===== config.mk =====
export PLATFORM = sky130hd
export DESIGN_NAME = framebuffer_config_best_match
export DESIGN_NICKNAME = d
export VERILOG_FILES = /design/src/rtl/fbcbm_pkg.sv /design/src/rtl/fbcbm_score.sv /design/src/rtl/framebuffer_config_best_match.sv
export SDC_FILE = /design/constraint.sdc
export NUM_CORES = 2
export LEC_CHECK = 0
export BUFFER_PORTS_ARGS = -buffer_cell sky130_fd_sc_hd__buf_2
export CAP_MARGIN = 5
export CORE_ASPECT_RATIO = 0.75
export CORE_MARGIN = 2
export CORE_UTILIZATION = 40
export CTS_CLUSTER_SIZE = 10
export DETAILED_ROUTE_END_ITERATION = 7
export SETUP_SLACK_MARGIN = 0.5
export SYNTH_ARGS = -nofsm -noshare
export SYNTH_HDL_FRONTEND = slang
export SYNTH_SLANG_ARGS = --single-unit

===== constraint.sdc =====
create_clock -name clk_i -period 28.1 [get_ports clk_i]
set_clock_uncertainty 0.2 [all_clocks]
set_input_delay 4.215 -clock clk_i [delete_from_list [all_inputs] [get_ports clk_i]]
set_output_delay 4.215 -clock clk_i [all_outputs]
set_load 0.01 [all_outputs]

===== src/rtl/fbcbm_pkg.sv =====
// fbcbm_pkg: shared types, constants and scoring helpers for the
// framebuffer format best-match block; no dependencies
package fbcbm_pkg;

  // desired-field encoding
  localparam int unsigned WantW     = 9;
  localparam int unsigned HaveW     = 8;
  localparam logic [WantW-1:0] DONT_CARE = 9'd511;

  // score widths and saturation limits
  localparam int unsigned MissW  = 5;
  localparam int unsigned ColorW = 18;
  localparam int unsigned ExtraW = 20;
  localparam logic [ColorW-1:0] COLOR_SAT = 18'd262143;
  localparam logic [ExtraW-1:0] EXTRA_SAT = 20'd1048575;

  // configuration register indexes
  typedef enum logic [2:0] {
    CFG_COLOR = 3'd0,
    CFG_EXTRA = 3'd1,
    CFG_ACCUM = 3'd2,
    CFG_AUX   = 3'd3,
    CFG_FLAGS = 3'd4
  } cfg_idx_e;

  // flag bit positions shared by wanted and candidate flags
  localparam int unsigned FlagStereo = 0;
  localparam int unsigned FlagDouble = 1;
  localparam int unsigned FlagSrgb   = 2;

  // one candidate's score
  typedef struct packed {
    logic              pass;
    logic [MissW-1:0]  missing;
    logic [ColorW-1:0] cdiff;
    logic [ExtraW-1:0] ediff;
  } score_t;

  // squared distance, zero for a don't-care field
  function automatic logic [ColorW-1:0] sq_dist(input logic [WantW-1:0] want,
                                                input logic [HaveW-1:0] have);
    logic [WantW-1:0] have_x;
    logic [WantW-1:0] d;
    have_x = {1'b0, have};
    d = (want >= have_x) ? (want - have_x) : (have_x - want);
    if (want == DONT_CARE) begin
      return '0;
    end
    return ColorW'(d * d);
  endfunction

  // wanted (neither zero nor don't care) but absent in the candidate
  function automatic logic is_missing(input logic [WantW-1:0] want,
                                      input logic [HaveW-1:0] have);
    return (want != '0) && (want != DONT_CARE) && (have == '0);
  endfunction

endpackage


===== src/rtl/fbcbm_score.sv =====
// fbcbm_score: combinational scoring of one candidate format against the
// desired format; depends on fbcbm_pkg
module fbcbm_score (
  input  logic [26:0]          want_color_i,
  input  logic [35:0]          want_extra_i,
  input  logic [35:0]          want_accum_i,
  input  logic [3:0]           want_aux_i,
  input  logic [2:0]           want_flags_i,
  input  logic [23:0]          color_bits_i,
  input  logic [23:0]          alpha_depth_stencil_i,
  input  logic [31:0]          accum_bits_i,
  input  logic [3:0]           aux_buffers_i,
  input  logic [7:0]           sample_count_i,
  input  logic [2:0]           cand_flags_i,
  output fbcbm_pkg::score_t    score_o
);
  import fbcbm_pkg::*;

  logic [ColorW-1:0] csq [3];
  logic [ColorW-1:0] esq [8];
  logic [2:0]        miss_fld;
  logic [MissW-1:0]  miss_aux;
  logic [ColorW+1:0] cdiff_raw;
  logic [ExtraW+1:0] ediff_raw;
  logic              srgb_pen;

  // hard checks: stereo wanted, double-buffer must agree
  assign score_o.pass = !(want_flags_i[FlagStereo] && !cand_flags_i[FlagStereo]) &&
                        (want_flags_i[FlagDouble] == cand_flags_i[FlagDouble]);

  // per-channel squared distances
  always_comb begin
    for (int i = 0; i < 3; i++) begin
      csq[i] = sq_dist(want_color_i[i*WantW +: WantW], color_bits_i[i*HaveW +: HaveW]);
      esq[i] = sq_dist(want_extra_i[i*WantW +: WantW],
                       alpha_depth_stencil_i[i*HaveW +: HaveW]);
      miss_fld[i] = is_missing(want_extra_i[i*WantW +: WantW],
                               alpha_depth_stencil_i[i*HaveW +: HaveW]);
    end
    for (int j = 0; j < 4; j++) begin
      esq[3+j] = sq_dist(want_accum_i[j*WantW +: WantW], accum_bits_i[j*HaveW +: HaveW]);
    end
    esq[7] = sq_dist(want_extra_i[3*WantW +: WantW], sample_count_i);
  end

  // missing buffer count
  assign miss_aux = (aux_buffers_i < want_aux_i) ? MissW'(want_aux_i - aux_buffers_i) : '0;
  assign score_o.missing = MissW'(miss_fld[0]) + MissW'(miss_fld[1]) + MissW'(miss_fld[2]) +
                           MissW'(is_missing(want_extra_i[3*WantW +: WantW],
                                             sample_count_i)) + miss_aux;

  // summed distances plus sRGB penalty, with saturation
  assign srgb_pen  = want_flags_i[FlagSrgb] && !cand_flags_i[FlagSrgb];
  assign cdiff_raw = (ColorW+2)'(csq[0]) + (ColorW+2)'(csq[1]) + (ColorW+2)'(csq[2]);
  assign ediff_raw = (ExtraW+2)'(esq[0]) + (ExtraW+2)'(esq[1]) + (ExtraW+2)'(esq[2]) +
                     (ExtraW+2)'(esq[3]) + (ExtraW+2)'(esq[4]) + (ExtraW+2)'(esq[5]) +
                     (ExtraW+2)'(esq[6]) + (ExtraW+2)'(esq[7]) + (ExtraW+2)'(srgb_pen);

  assign score_o.cdiff = (cdiff_raw > (ColorW+2)'(COLOR_SAT)) ? COLOR_SAT
                                                              : ColorW'(cdiff_raw);
  assign score_o.ediff = (ediff_raw > (ExtraW+2)'(EXTRA_SAT)) ? EXTRA_SAT
                                                              : ExtraW'(ediff_raw);

endmodule


===== src/rtl/framebuffer_config_best_match.sv =====
// framebuffer_config_best_match: top level, input register, score register,
// running best and result register; depends on fbcbm_pkg and fbcbm_score
//
// Usage: desired format is written through the cfg channel (index 0 color,
// 1 extra, 2 accum, 3 aux, 4 flags; other indexes ignored) while idle.
// Candidates stream on the in channel, one per transaction, the set closed by
// last_i. Each last candidate yields one transaction on the out channel with
// chosen_handle_o and found_o; the running best is then cleared for the next set.
// A last candidate goes through the input, score and result registers in turn.
// Throughput: one candidate per cycle, set by the three-stage pipeline
// (input register, scoring into score register, compare into best/result).
// Only a last candidate waits on a full, stalled result register; earlier
// candidates keep flowing into the running best meanwhile.
// Reset: configuration returns to its defaults, all stages empty, no best held.
module framebuffer_config_best_match (
  input  logic        clk_i,
  input  logic        rst_ni,
  // configuration write channel
  input  logic        cfg_valid_i,
  output logic        cfg_ready_o,
  input  logic [2:0]  cfg_index_i,
  input  logic [35:0] cfg_data_i,
  // candidate channel
  input  logic        in_valid_i,
  output logic        in_ready_o,
  input  logic [23:0] color_bits_i,
  input  logic [23:0] alpha_depth_stencil_i,
  input  logic [31:0] accum_bits_i,
  input  logic [3:0]  aux_buffers_i,
  input  logic [7:0]  sample_count_i,
  input  logic [2:0]  cand_flags_i,
  input  logic [9:0]  handle_i,
  input  logic        last_i,
  // result channel
  output logic        out_valid_o,
  input  logic        out_ready_i,
  output logic [9:0]  chosen_handle_o,
  output logic        found_o
);
  import fbcbm_pkg::*;

  // configuration registers
  logic [26:0] want_color_q;
  logic [35:0] want_extra_q;
  logic [35:0] want_accum_q;
  logic [3:0]  want_aux_q;
  logic [2:0]  want_flags_q;

  // input stage
  logic        in_valid_q;
  logic [23:0] color_q;
  logic [23:0] ads_q;
  logic [31:0] accum_q;
  logic [3:0]  aux_q;
  logic [7:0]  samples_q;
  logic [2:0]  cflags_q;
  logic [9:0]  in_handle_q;
  logic        in_last_q;

  // score stage
  score_t      score_d;
  score_t      sc_score_q;
  logic        sc_valid_q;
  logic [9:0]  sc_handle_q;
  logic        sc_last_q;

  // running best and result
  logic              have_best_q;
  logic [MissW-1:0]  best_missing_q;
  logic [ColorW-1:0] best_cdiff_q;
  logic [ExtraW-1:0] best_ediff_q;
  logic [9:0]        best_handle_q;
  logic              out_valid_q;
  logic [9:0]        out_handle_q;
  logic              out_found_q;

  logic in_fire, sc_ready, sc_fire, in_adv, better, take, nxt_have;
  logic [9:0] nxt_handle;

  // configuration writes
  assign cfg_ready_o = 1'b1;

  always_ff @(posedge clk_i or negedge rst_ni) begin
    if (!rst_ni) begin
      want_color_q <= 27'd2101256;
      want_extra_q <= 36'd2109448;
      want_accum_q <= '0;
      want_aux_q   <= '0;
      want_flags_q <= 3'd2;
    end else if (cfg_valid_i) begin
      case (cfg_idx_e'(cfg_index_i))
        CFG_COLOR: want_color_q <= cfg_data_i[26:0];
        CFG_EXTRA: want_extra_q <= cfg_data_i;
        CFG_ACCUM: want_accum_q <= cfg_data_i;
        CFG_AUX:   want_aux_q   <= cfg_data_i[3:0];
        CFG_FLAGS: want_flags_q <= cfg_data_i[2:0];
        default: ;
      endcase
    end
  end

  // pipeline handshake: only a last item waits on a full result register
  assign sc_ready   = !(sc_valid_q && sc_last_q) || !out_valid_q || out_ready_i;
  assign sc_fire    = sc_valid_q && sc_ready;
  assign in_adv     = !sc_valid_q || sc_ready;
  assign in_ready_o = !in_valid_q || in_adv;
  assign in_fire    = in_valid_i && in_ready_o;

  // input register
  always_ff @(posedge clk_i or negedge rst_ni) begin
    if (!rst_ni) begin
      in_valid_q <= 1'b0;
    end else if (in_ready_o) begin
      in_valid_q <= in_valid_i;
    end
  end

  always_ff @(posedge clk_i) begin
    if (in_fire) begin
      color_q     <= color_bits_i;
      ads_q       <= alpha_depth_stencil_i;
      accum_q     <= accum_bits_i;
      aux_q       <= aux_buffers_i;
      samples_q   <= sample_count_i;
      cflags_q    <= cand_flags_i;
      in_handle_q <= handle_i;
      in_last_q   <= last_i;
    end
  end

  // scoring
  fbcbm_score u_score (
    .want_color_i          (want_color_q),
    .want_extra_i          (want_extra_q),
    .want_accum_i          (want_accum_q),
    .want_aux_i            (want_aux_q),
    .want_flags_i          (want_flags_q),
    .color_bits_i          (color_q),
    .alpha_depth_stencil_i (ads_q),
    .accum_bits_i          (accum_q),
    .aux_buffers_i         (aux_q),
    .sample_count_i        (samples_q),
    .cand_flags_i          (cflags_q),
    .score_o               (score_d)
  );

  // score register
  always_ff @(posedge clk_i or negedge rst_ni) begin
    if (!rst_ni) begin
      sc_valid_q <= 1'b0;
    end else if (in_adv) begin
      sc_valid_q <= in_valid_q;
    end
  end

  always_ff @(posedge clk_i) begin
    if (in_adv && in_valid_q) begin
      sc_score_q  <= score_d;
      sc_handle_q <= in_handle_q;
      sc_last_q   <= in_last_q;
    end
  end

  // compare against running best, earlier candidate wins ties
  always_comb begin
    better = !have_best_q || (sc_score_q.missing < best_missing_q) ||
             ((sc_score_q.missing == best_missing_q) &&
              ((sc_score_q.cdiff < best_cdiff_q) ||
               ((sc_score_q.cdiff == best_cdiff_q) && (sc_score_q.ediff < best_ediff_q))));
    take       = sc_score_q.pass && better;
    nxt_have   = have_best_q || take;
    nxt_handle = take ? sc_handle_q : best_handle_q;
  end

  // running best update, cleared after a last item
  always_ff @(posedge clk_i or negedge rst_ni) begin
    if (!rst_ni) begin
      have_best_q    <= 1'b0;
      best_missing_q <= '0;
      best_cdiff_q   <= '0;
      best_ediff_q   <= '0;
      best_handle_q  <= '0;
    end else if (sc_fire) begin
      if (sc_last_q) begin
        have_best_q    <= 1'b0;
        best_missing_q <= '0;
        best_cdiff_q   <= '0;
        best_ediff_q   <= '0;
        best_handle_q  <= '0;
      end else if (take) begin
        have_best_q    <= 1'b1;
        best_missing_q <= sc_score_q.missing;
        best_cdiff_q   <= sc_score_q.cdiff;
        best_ediff_q   <= sc_score_q.ediff;
        best_handle_q  <= sc_handle_q;
      end
    end
  end

  // result register
  always_ff @(posedge clk_i or negedge rst_ni) begin
    if (!rst_ni) begin
      out_valid_q <= 1'b0;
    end else if (sc_fire && sc_last_q) begin
      out_valid_q <= 1'b1;
    end else if (out_ready_i) begin
      out_valid_q <= 1'b0;
    end
  end

  always_ff @(posedge clk_i) begin
    if (sc_fire && sc_last_q) begin
      out_handle_q <= nxt_have ? nxt_handle : '0;
      out_found_q  <= nxt_have;
    end
  end

  assign out_valid_o     = out_valid_q;
  assign chosen_handle_o = out_handle_q;
  assign found_o         = out_found_q;

  // a pending result is never overwritten
  a_no_overwrite: assert property (@(posedge clk_i) disable iff (!rst_ni)
    (out_valid_q && !out_ready_i) |-> !(sc_fire && sc_last_q))
    else $error("result register overwritten while stalled");

  // set boundary clears the running best
  a_clear_on_last: assert property (@(posedge clk_i) disable iff (!rst_ni)
    (sc_fire && sc_last_q) |=> !have_best_q)
    else $error("running best not cleared after last candidate");

  // no match reports handle zero
  a_none_zero: assert property (@(posedge clk_i) disable iff (!rst_ni)
    (out_valid_o && !found_o) |-> (chosen_handle_o == '0))
    else $error("nonzero handle without a match");

endmodule

==> impl_metrics.csv <==
group,metric,value,unit
status,outcome,"completed",
critical_path,crit_required,28.27,ns
global_route,grt_max_degree,70,
route,dr.pass1.iters,6,
logic_synthesis,postSynthAreaPerCell,8.93,um2
logic_synthesis,synth_area_leaders,"fa_1 20%, ha_1 18%, edfxtp_1 11%",
route,drc,0,
die,num_io_pins,164,
logic_synthesis,synthesis.area,49000,um2
critical_path,critPathSlowestCell,"fa_1",
die,start_util,40.2,%
job,max_cap_viol_count,0,
timing,fin_crit,12.81,ns
route,wl_per_cell,17.5,um
clocking,cts_sinks,335,
logic_synthesis,synth_commonest_cells,"970 x inv_1, 694 x ha_1, 534 x nor2_1",
clocking,cts_max_path_buffers,3,
critical_path,start_kind,"flop",
clocking,h-tree-depth,2,
timing,max_freq,0.0781,GHz
placement,dp_hpwl,105000,um
route,final_antenna_net_count,0,
route,drt-total-wl,128000,um
timing,drv_slew,0,
clocking,clock_latency,0.65,ns
logic_synthesis,synthMuxAreaShare,2.15,%
route,first_iter_violations,2530,
clocking,post_cts_resized,0,
worst_hold_path,min_path_type,"reg -> reg",
logic_synthesis,ys.flop_type,"edfxtp_1",
clocking,post_cts_buffers,0,
global_route,grtUsageTotal,20.6,%
logic_synthesis,synth_nets,6821,
clocking,cts_tree,"done",
die,dieHeight,307,um
die,fp.dieW,408,um
timing,finalHoldViolCount,0,
timing,rsz0062_at_grt,"false",
logic_synthesis,ys_ff_latch,335,
clocking,cts_root_buffer,"clkbuf_16",
timing,worst_pin_slew,1.13,ns
logic_synthesis,synthSimpleGateAreaFrac,13.8,%
logic_synthesis,ys_warn_count,0,
global_route,grt_pass1_wl,207000,um
clocking,clk_pin_slew,0.06,ns
placement,place.gp.congestion,0.904,
logic_synthesis,synth_top_family_by_area,"adder cells",
global_route,antenna_found_initial,5,
timing,maxSlewHeadroom,24.7,%
die,fp-row-count,111,
timing,fin_setup_tns,0,ns
layout,drive_above_1_share,7.83,%
critical_path,path_max_fanout,20,
critical_path,crit_top_cell,"inv_1",
logic_synthesis,synth-edff-count,172,
placement,dp_cells,7213,
layout,areaGrowthSynthToFinish,8.59,%
critical_path,worstSetupPathType,"reg -> reg",
route,vias,37900,
placement,io_buffers,162,
logic_synthesis,synth_top_area_share,19.8,%
layout,n_fill_cell,12100,
clocking,cts_hold_buf,0,
timing,hold_ws,0.220,ns
logic_synthesis,synthXorXnorAreaFrac,5.05,%
critical_path,critical_path_arrival,12.98,ns
timing,setup_viol,0,
die,die-area,125000,um2
logic_synthesis,synth_seq_area_share,18.9,%
logic_synthesis,synthAdderAreaFrac,37.5,%
logic_synthesis,netlist_instances,5492,
critical_path,cp-end-kind,"flop",
die,coreArea,122000,um2
layout,finalNonFillerCells,7297,
critical_path,slowest_delay,0.53,ns
logic_synthesis,async_flop_share,48.7,%
timing,period_share,45.6,%
global_route,grt_overflow,0,
placement,dpl_cell_area,51800,um2
logic_synthesis,synth_compound_area_share,14.1,%
route,avgViaCountPerCell,5.20,
clocking,numCtsBuffers,44,
global_route,grt_pass1_vias,37600,
layout,nNetsFinal,6950,
logic_synthesis,yosysMostFrequentCell,"inv_1",
logic_synthesis,ys_types,94,
layout,fin_area,53200,um2
logic_synthesis,yosys.area.top_type,"fa_1",
per-stage QoR:
step | utilization, % | setup WS, ns
after floorplan | - | 16.31
after global placement | 42.5 | 15.54
after detailed placement | 42.5 | 15.34
after CTS | 43.7 | 15.30
after global routing | 43.7 | 14.39
final | 43.7 | 15.29
flip-flops by register name, indices dropped and copies added (netlist names), 3 cells and up:
| register | count |
|---|---|
| accum_q | 32 |
| ads_q | 24 |
| aux_q | 4 |
| best_cdiff_q | 18 |
| best_ediff_q | 20 |
| best_handle_q | 10 |
| best_missing_q | 5 |
| cflags_q | 3 |
| chosen_handle_o | 10 |
| color_q | 24 |
| in_handle_q | 10 |
| samples_q | 8 |
| sc_handle_q | 10 |
| sc_score_q | 44 |
| want_accum_q | 36 |
| want_aux_q | 4 |
| want_color_q | 27 |
| want_extra_q | 36 |
| want_flags_q | 3 |
cell type report:
| type | instances | area [um2] | area share, % |
|---|---|---|---|
| Multi-Input combinational cell | 4053 | 35700 | 67.0 |
| Inverter | 973 | 3650 | 6.86 |
| Clock inverter | 12 | 141 | 0.266 |
| Tap cell | 1638 | 2050 | 3.85 |
| Antenna cell | 2 | 5.00 | 0.00940 |
| Timing Repair Buffer | 214 | 1210 | 2.27 |
| Clock buffer | 70 | 1260 | 2.37 |
| Sequential cell | 335 | 9250 | 17.4 |
path summary, 6_finish.rpt:
| kind | end | cells past startpoint | from | slack, ns |
|---|---|---|---|---|
| min in group asynchronous | want_color_q[11]$_DFFE_PN0P_ | 1 | rst_ni | 3.42 |
| min reg2reg | sc_handle_q[6]$_DFFE_PP_ | 0 | in_handle_q[6]$_DFFE_PP_ | 0.22 |
| max reg2reg | sc_score_q[19]$_SDFFCE_PN1P_ | 48 | ads_q[8]$_DFFE_PP_ | 15.29 |
| max | sc_score_q[19]$_SDFFCE_PN1P_ | 48 | ads_q[8]$_DFFE_PP_ | 15.29 |
| min | sc_handle_q[6]$_DFFE_PP_ | 0 | in_handle_q[6]$_DFFE_PP_ | 0.22 |
| max in group asynchronous | want_extra_q[30]$_DFFE_PN0P_ | 3 | rst_ni | 22.38 |
layout by cell type, fill, tap and decap left out, drive strengths merged, types with 36 or more instances in the layout:
master  instances
xor2          102
or2            75
inv           974
nand3          60
clkbuf         71
xnor2         179
edfxtp        172
mux2i          58
mux2           41
o21a           56
o21ai         263
a21oi         233
ha            694
nand2b         53
dfrtp         155
buf           213
a22o           48
nor2          538
nor3           88
fa            485
nand2         356
o21bai         36
nor2b          78
or3            41
nand4          40
a21o          127
logic make-up after synthesis:
group / after synthesis
AO/OA/AOI/OAI: 1041
AND/OR/NAND/NOR: 1452
adder cells (fa/ha/maj): 1179
flip-flops: 335
buffers and inverters: 1104
multiplexers: 99
XOR/XNOR: 281
other: 1
metal layers:
layer  vias up  GRT usage (%)  routed length [um]
met5         -              0                  35
met4         6           4.32                2510
met3       113           3.05                7690
met2       814           30.2               52700
met1     18500           31.8               64600
li1      18500              -                   -
worst max-delay path, delay by kind of cell (launching register included):
family                   cells  cell delay, ns
XOR/XNOR                     2            0.30
flip-flops                   1            0.38
AO/OA/AOI/OAI               16            3.80
adder cells (fa/ha/maj)     12            5.25
multiplexers                 1            0.35
buffers and inverters       10            0.75
AND/OR/NAND/NOR              7            1.52
Power is not shown: default switching activity piles up to over one toggle a cycle in this logic, so the estimate is an artifact.
